**config.mk**
```make
export PLATFORM = sky130hd
export DESIGN_NAME = ash_ctrl
export DESIGN_NICKNAME = d
export VERILOG_FILES = /design/src/sv/ash_pkg.sv /design/src/sv/ash_ctrl.sv
export SDC_FILE = /design/constraint.sdc
export NUM_CORES = 1
export LEC_CHECK = 0
export BUFFER_PORTS_ARGS = -buffer_cell sky130_fd_sc_hd__buf_2
export CAP_MARGIN = 10
export CORE_AREA = 2 2 39 41
export CTS_CLUSTER_SIZE = 8
export DETAILED_ROUTE_END_ITERATION = 12
export DIE_AREA = 0 0 41 43
export PLACE_DENSITY = 0.77
export SYNTH_ARGS = -nofsm -noshare
export SYNTH_HDL_FRONTEND = slang
export SYNTH_SLANG_ARGS = --single-unit
```
**constraint.sdc**
```tcl
create_clock -name clk_i -period 1.8 [get_ports clk_i]
set_clock_uncertainty 0.15 [all_clocks]
set_input_delay 0.18 -clock clk_i [delete_from_list [all_inputs] [get_ports clk_i]]
set_output_delay 0.18 -clock clk_i [all_outputs]
set_load 0.01 [all_outputs]
```
**src/sv/ash_pkg.sv**
```systemverilog
// ----------------------------------------------------------------------------
// ash_pkg: shared types and constants for the antenna shadow flagger
// Item layouts, register map, controller state codes and the command and
// status groups between the controller and the datapath.
// ----------------------------------------------------------------------------
package ash_pkg;

  localparam int unsigned MAX_ANTENNAS_DEF = 64;

  localparam int unsigned ANT_IDX_W = 6;
  localparam int unsigned POS_W     = 32;
  localparam int unsigned DIAM_W    = 18;
  localparam int unsigned COUNT_W   = 7;
  localparam int unsigned TOL_W     = 19;

  // A pair this far apart or more in u or v can never pass the squared test.
  localparam int unsigned MAG_W = 21;
  // Threshold d_a + d_b - 2*tolerance, signed.
  localparam int unsigned THR_W = 21;

  localparam int unsigned PADDR_W = 3;
  localparam int unsigned PDATA_W = 32;

  localparam logic [0:0] REG_ANT_COUNT  = 1'b0;
  localparam logic [0:0] REG_SHADOW_TOL = 1'b1;

  localparam logic OP_LOAD  = 1'b0;
  localparam logic OP_QUERY = 1'b1;

  typedef struct packed {
    logic                      op;
    logic [ANT_IDX_W-1:0]      antenna_index;
    logic signed [POS_W-1:0]   pos_u;
    logic signed [POS_W-1:0]   pos_v;
    logic signed [POS_W-1:0]   pos_w;
    logic [DIAM_W-1:0]         dish_diameter;
    logic [ANT_IDX_W-1:0]      first_antenna;
    logic [ANT_IDX_W-1:0]      second_antenna;
  } in_item_t;

  typedef struct packed {
    logic row_flag;
    logic is_query_answer;
  } out_item_t;

  typedef struct packed {
    logic [POS_W-1:0]  pos_u;
    logic [POS_W-1:0]  pos_v;
    logic [POS_W-1:0]  pos_w;
    logic [DIAM_W-1:0] diam;
  } ant_entry_t;

  localparam int unsigned ENTRY_W = $bits(ant_entry_t);

  typedef enum logic [4:0] {
    ST_IDLE  = 5'b00001,
    ST_RDA   = 5'b00010,
    ST_LDA   = 5'b00100,
    ST_WALKB = 5'b01000,
    ST_DRAIN = 5'b10000
  } ash_state_e;

  typedef struct packed {
    logic ram_we;       // store the accepted load
    logic res_load;     // load acknowledge into the output register
    logic res_query;    // answer from the incoming query fields
    logic res_walk;     // answer from the latched query after a walk
    logic latch_query;
    logic clear_mask;
    logic a_init;
    logic rd_a;         // read entry a
    logic latch_a;      // capture entry a from the RAM
    logic rd_b_first;   // read entry a+1
    logic rd_b_next;    // read entry b+1
    logic push;         // pair (a, b) enters the test pipeline
    logic a_inc;
  } ash_cmd_t;

  typedef struct packed {
    logic op_query;
    logic a_last;
    logic b_last;
    logic pipe_empty;
  } ash_stat_t;

endpackage

```
**src/sv/ash_ctrl.sv**
```systemverilog
// ----------------------------------------------------------------------------
// ash_ctrl: controller of the antenna shadow flagger
// Handles the input and output handshakes, the stale flag and the sequence
// of the pair walk.
// ----------------------------------------------------------------------------
module ash_ctrl
  import ash_pkg::*;
(
  input  logic      clk_i,
  input  logic      rst_ni,
  input  logic      in_valid_i,
  output logic      in_ready_o,
  output logic      out_valid_o,
  input  logic      out_ready_i,
  input  ash_stat_t stat_i,
  output ash_cmd_t  cmd_o
);

  ash_state_e state_q, state_d;
  logic       stale_q, stale_d;
  logic       out_valid_q, out_valid_d;
  logic       accept;

  assign in_ready_o = (state_q == ST_IDLE) && (!out_valid_q || out_ready_i);
  assign accept     = in_valid_i && in_ready_o;

  always_comb begin
    state_d     = state_q;
    stale_d     = stale_q;
    out_valid_d = out_valid_q && !out_ready_i;
    cmd_o       = '0;
    case (state_q)
      ST_IDLE: begin
        if (accept) begin
          if (stat_i.op_query == OP_LOAD) begin
            cmd_o.ram_we   = 1'b1;
            cmd_o.res_load = 1'b1;
            stale_d        = 1'b1;
            out_valid_d    = 1'b1;
          end else if (stale_q) begin
            cmd_o.latch_query = 1'b1;
            cmd_o.clear_mask  = 1'b1;
            cmd_o.a_init      = 1'b1;
            state_d           = ST_RDA;
          end else begin
            cmd_o.res_query = 1'b1;
            out_valid_d     = 1'b1;
          end
        end
      end
      ST_RDA: begin
        if (stat_i.a_last) begin
          state_d = ST_DRAIN;
        end else begin
          cmd_o.rd_a = 1'b1;
          state_d    = ST_LDA;
        end
      end
      ST_LDA: begin
        cmd_o.latch_a    = 1'b1;
        cmd_o.rd_b_first = 1'b1;
        state_d          = ST_WALKB;
      end
      ST_WALKB: begin
        cmd_o.push = 1'b1;
        if (stat_i.b_last) begin
          cmd_o.a_inc = 1'b1;
          state_d     = ST_RDA;
        end else begin
          cmd_o.rd_b_next = 1'b1;
        end
      end
      ST_DRAIN: begin
        // The mask is final once the last pair has left the pipeline.
        if (stat_i.pipe_empty) begin
          cmd_o.res_walk = 1'b1;
          out_valid_d    = 1'b1;
          stale_d        = 1'b0;
          state_d        = ST_IDLE;
        end
      end
      default: begin
        state_d = ST_IDLE;
      end
    endcase
  end

  always_ff @(posedge clk_i or negedge rst_ni) begin
    if (!rst_ni) begin
      state_q     <= ST_IDLE;
      stale_q     <= 1'b1;
      out_valid_q <= 1'b0;
    end else begin
      state_q     <= state_d;
      stale_q     <= stale_d;
      out_valid_q <= out_valid_d;
    end
  end

  assign out_valid_o = out_valid_q;

endmodule

```
==> results of run 1 <==
-- worst paths after layout --
check	from	cells after the start	slack, ns	to
worst max-delay path	state_q[2]$_DFFE_PN0P_	4	-0.06	cmd_o[9]
worst min-delay path	stat_i[3]	2	0.04	stale_q$_DFFE_PN1P_
worst max register to register	state_q[0]$_DFFE_PN1P_	6	0	state_q[0]$_DFFE_PN1P_
worst min register to register	stale_q$_DFFE_PN1P_	2	0.38	stale_q$_DFFE_PN1P_
max in group asynchronous	rst_ni	2	1.12	state_q[0]$_DFFE_PN1P_
min in group asynchronous	rst_ni	2	0.15	out_valid_o$_DFF_PN0_
-- layer usage --
metal / vias up / GRT usage, %
met4: 0 / 8.00
met5: - / 0
met3: 4 / 4.71
li1: 263 / -
met1: 261 / 21.2
met2: 26 / 27.5
-- worst max-delay path: stages (launching register included) --
cell and delay [ns]:
dfrtp_1 0.41, or3_1 0.40, buf_4 0.18, nor2_2 0.14
buf_2 0.15
-- kinds of logic (layout without fill, tap and decap cells) --
logic type | Yosys count | in the layout | synth area share, %
compound gates | 10 | 10 | 14.4
buf+inv | 8 | 46 | 11.6
xor+xnor | 1 | 1 | 1.80
simple gates | 27 | 27 | 35.6
flops | 7 | 7 | 36.6
-- cell usage after synthesis (all sizes together), types with 2 or more instances --
master / n
nor4: 2
o21ai: 3
inv: 2
buf: 6
nor2: 8
dfrtp: 5
dfstp: 2
nor4b: 3
or2: 2
nand2: 2
a21oi: 2
nand3b: 3
-- flip-flops by register name, summed over array words and instances (netlist names) --
signal and cells:
stale_q 1, state_q 5, out_valid_o 1
-- timing repair --
action | 4_1_cts | 5_1_grt
pin swaps | 3 | 7
resized for setup | 5 | 6
buffers inserted | 11 | 2
hold buffers | 2 | 0
setup endpoints to repair | 8 | 13
hold endpoints to repair | 8 | 0
-- report_power, final --
part	leakage [nW]	internal (mW)	switching, mW	total (mW)
clock network	0.0150	0.0851	0.0648	0.150
logic	0.298	0.338	0.292	0.630
registers	0.0888	0.207	0.0371	0.244
-- final cells by class --
cell class | instances | share of cell area, %
well taps | 16 | 2.55
flip-flops and latches | 7 | 22.6
repair buffers | 40 | 32.4
clock buffers | 4 | 3.35
inverters | 2 | 0.957
multi-input cells | 38 | 38.1
-- cell usage in the layout, fill, tap and decap left out, types with 3 or more instances in the layout --
master    count
dfrtp_1       5
o21ai_0       3
buf_2        22
nor2_1        3
clkbuf_4      3
nor2_2        3
nand3b_1      3
buf_4        15
-- per-stage QoR --
| step | std cells | hold slack, ns | setup TNS, ns |
|---|---|---|---|
| after floorplan | 53 | -0.266 | 0 |
| final | 107 | 0.0351 | -0.381 |
| after CTS | 105 | 0.00381 | -0.250 |
| after global routing | 107 | 0.0544 | -1.11 |
| after global placement | 88 | -0.129 | 0 |
| after detailed placement | 88 | -0.123 | 0 |
==> impl_metrics.yaml, run 1 <==
synth:
  post_synth_num_cell_types: 29
  synthesis.nets: 61
  synth.ff_latch_count: 7
  synthCells: 53
  dominant_cells_by_area_after_synthesis: "dfrtp_1 (26%), dfstp_2 (11%), buf_4 (7.7%)"
  synth_area_um2: 485
  ys_seq_area_share_pct: 36.6
  yosys_warnings: 0
  synth_area_per_cell_um2: 9.16
  number_of_enable_flip_flop_cells_after_synthesis: 0
  synth_top_area_cell: "dfrtp_1"
  synthFlopType: "dfrtp_1"
  synthDominantCellAreaShare_pct: 25.8
  async_flop_share_pct: 100
route:
  route.antenna.remaining_nets: 0
  initialDrtViolationCount: 17
  route.met3.wl_um: 96
  met2WireLength_um: 743
  number_of_design_rule_violations_left_after_detail_routing: 0
  routedWlPerCell_um: 13.1
  via_count: 554
  met1Wirelength_um: 553
  drt-total-wl_um: 1400
  top_layer_used: "met4"
  dr.pass1.iters: 5
  avgViaCountPerCell: 5.18
timing:
  slew_viol_final: 0
  timing.final.crit_share_pct: 104
  minimum_setup_slack_in_the_final_design_ns: -0.0643
  maxSlewHeadroom_pct: 81.7
  report.final.hold_viol_count: 0
  setup_violations_final: 7
  rsz0062_at_grt: "yes"
  tightest_slew_ns: 0.273
  layout_min_cycle_time_ns: 1.86
  fmax_mhz: 536
floorplan:
  floorplan.initialDensity_pct: 35.1
  design.die.area_mm2: 0.00176
  core_mm2: 0.00138
  floorplan.rows: 14
  ioPinCount: 23
  die_x_um: 41
  die_height_um: 43
placed_design:
  portBuffers: 22
  post-dp-hpwl_um: 829
  finalWeightedCongestion: 0.743
  detailed_place.area_um2: 596
  place_worst_setup_slack_ns: 0.0967
clock_network:
  clock_sink_count: 7
  cts_buffer_depth: 2
  clock_latency_reported_for_the_late_side_of_the_worst_skew_pair_ns: 0.25
  worst_setup_hold_path_clk_slew_ns: 0.06
  clock_tree.root_cell: "clkbuf_4"
  clock_tree_from_tritoncts: "done"
  cts.htree.levels: 1
  cts-buffers-inserted: 3
layout:
  drive_gt1_share_pct: 62.6
  stdcell_area_um2: 785
  area.growth.synth_to_final_pct: 61.6
  multiInputGateArea_um2: 299
  n_antenna_cell: 0
  nets: 100
  layout.core_utilization_pct: 56.7
  ff_latch_area_um2: 178
  count_of_fill_cells_added_during_filler_insertion: 119
global_routing:
  grt_pass1_vias: 497
  globalRoute.totalOverflow: 0
  grt_antenna_before_repair: 0
  maximum_number_of_pins_on_one_net_before_global_route_repair: 8
  grt_pass1_wl_um: 2030
  grt_use_total_pct: 17.5
critical_path:
  timing.critical_path.fanout_max: 5
  worstSetupEndpointType: "output port"
  worst_setup_path_class: "flop to output port"
  crit_path_start_kind: "flop"
  critical_path_required_ns: 1.47
  critPathArrivalTime_ns: 1.53
run:
  max-cap-violations: 0
status:
  run_status: "finished, violations left"
  failed_checks: "setup timing"
power_and_ir_drop:
  vdd_ir_drop_max_v: 0.000427
  total_power_mw: 1.02
  power-per-cell-area_mw_per_mm2: 1300
  power.leakage_nw: 0.402
hold_path:
  hold_path_class: "input port to flop"
No activity file was read; power rests on OpenSTA's default activity.
==> run 2: changes to the inputs <==
--- a/config.mk
+++ b/config.mk
@@ -11,6 +11,7 @@
 export CTS_CLUSTER_SIZE = 8
 export DETAILED_ROUTE_END_ITERATION = 12
 export DIE_AREA = 0 0 41 43
+export MAX_ROUTING_LAYER = met4
 export PLACE_DENSITY = 0.77
 export SYNTH_ARGS = -nofsm -noshare
 export SYNTH_HDL_FRONTEND = slang
==> run 2 against run 1 <==
Net effect:
- the run still ends with setup timing left
- maximum frequency is 0.25% higher
- combinational power hardly changed
- first-iteration DRC count stayed put
- sequential power hardly changed
- highest routed layer unchanged
- die area stayed put
==> impl_metrics.yaml, run 2 (synthesis results as in run 1) <==
status:
  run_status: "finished, violations left"
  failed_checks: "setup timing"
clock_network:
  clock_tree_from_tritoncts: "done"
  cts-buffers-inserted: 3
  clock_latency_reported_for_the_late_side_of_the_worst_skew_pair_ns: 0.25
  clock_sink_count: 7
  worst_setup_hold_path_clk_slew_ns: 0.06
  cts_buffer_depth: 2
  clock_tree.root_cell: "clkbuf_4"
  cts.htree.levels: 1
layout:
  n_antenna_cell: 0
  max_ffs_per_register: 5
  drive_gt1_share_pct: 62.6
  regMostFlops: "state_q"
  layout.cells.most_common: "buf_2"
  layout.cells.most_common_list: "buf_2 (22), buf_4 (15), dfrtp_1 (5)"
  nets: 100
  area.growth.synth_to_final_pct: 61.6
floorplan:
  die_height_um: 43
  floorplan.initialDensity_pct: 35.1
  core_mm2: 0.00138
  floorplan.rows: 14
  design.die.area_mm2: 0.00176
  ioPinCount: 23
  die_x_um: 41
placed_design:
  finalWeightedCongestion: 0.753
  post-dp-hpwl_um: 829
  portBuffers: 22
  place_worst_setup_slack_ns: 0.0967
power_and_ir_drop:
  power-per-cell-area_mw_per_mm2: 1300
  power.leakage_nw: 0.402
  vdd_ir_drop_max_v: 0.000427
  total_power_mw: 1.02
run:
  max-cap-violations: 0
critical_path:
  ff2ff_path_depth: 6
  worst_setup_path_class: "flop to output port"
  critical_path.n_buffers_inverters: 2
  timing.critical_path.fanout_max: 5
  critical_path_required_ns: 1.47
  critPathArrivalTime_ns: 1.53
  worstSetupEndpointType: "output port"
  timing.critical_path.depth: 4
  crit_path_start_kind: "flop"
  critPathSlowestCell: "dfrtp_1"
  cp_cell_sequence: "or3_1 -> buf_4 -> nor2_2 -> buf_2"
  maximum_cell_stage_delay_along_the_critical_path_ns: 0.41
  worst_path_dominant_cell_family: "simple AND/OR/NAND/NOR gates"
timing:
  rsz0062_at_grt: "yes"
  timing.final.crit_share_pct: 103
  minimum_setup_slack_in_the_final_design_ns: -0.0596
  tightest_slew_ns: 0.273
  maxSlewHeadroom_pct: 81.7
  fmax_mhz: 538
  report.final.hold_viol_count: 0
  setup_violations_final: 7
  layout_min_cycle_time_ns: 1.86
  slew_viol_final: 0
global_routing:
  grt_pass1_wl_um: 2040
  grt_use_total_pct: 18.0
  globalRoute.totalOverflow: 0
  grt_pass1_vias: 496
  maximum_number_of_pins_on_one_net_before_global_route_repair: 8
  grt_antenna_before_repair: 0
route:
  top_layer_used: "met4"
  met1Wirelength_um: 542
  initialDrtViolationCount: 17
  met2WireLength_um: 749
  avgViaCountPerCell: 5.08
  route.antenna.remaining_nets: 0
  route.met3.wl_um: 76
  number_of_design_rule_violations_left_after_detail_routing: 0
  dr.pass1.iters: 5
  routedWlPerCell_um: 12.9
  via_count: 544
  drt-total-wl_um: 1380
hold_path:
  hold_path_depth: 2
  hold_path_class: "input port to flop"
-- run 2: cell counts in the layout (fill, tap and decap cells not counted) --
No cell type changed its count.
-- run 2: worst paths after layout --
check	startpoint	end	slack, ns
max reg2reg	state_q[0]$_DFFE_PN1P_	state_q[0]$_DFFE_PN1P_	0.01
min in group asynchronous	rst_ni	out_valid_o$_DFF_PN0_	0.15
min reg2reg	stale_q$_DFFE_PN1P_	stale_q$_DFFE_PN1P_	0.38
max in group asynchronous	rst_ni	state_q[0]$_DFFE_PN1P_	1.11
max	state_q[2]$_DFFE_PN0P_	cmd_o[9]	-0.06
min	stat_i[3]	stale_q$_DFFE_PN1P_	0.03
-- run 2: timing repair --
item                       4_1_cts  5_1_grt
setup endpoints to repair        8       13
buffers inserted                11        2
gates resized for setup          5        6
hold buffers                     2        0
pin swaps                        3        7
hold endpoints to repair         8        0
-- run 2: final cells by class --
cell class / count / area [um2]
flip-flops and latches: 7 / 178
clock buffers: 4 / 26.3
fillers: 119 / 599
well taps: 16 / 20.0
multi-input cells: 38 / 299
inverters: 2 / 7.51
repair buffers: 40 / 254
-- run 2: layer usage --
layer / up-vias / track usage (%)
met2: 20 / 27.5
li1: 263 / -
met4: 0 / 8.00
met5: - / -
met1: 259 / 21.2
met3: 2 / 4.71
-- run 2: report_power, final --
part	switching, mW	internal [mW]	leakage [nW]
Combinational	0.289	0.338	0.298
Clock	0.0637	0.0850	0.0150
Sequential	0.0370	0.207	0.0888
Total	0.390	0.630	0.402
-- run 2: stage by stage --
step,cells,hold slack (ns),area [um2],TNS [ns],util [%]
floorplan,53,-0.266,492,0,-
global placement,88,-0.129,596,0,43.0
detailed placement,88,-0.123,596,0,43.0
global route,107,0.0544,785,-1.11,56.7
finish,107,0.0326,785,-0.346,56.7
CTS,105,0.00381,738,-0.250,53.3
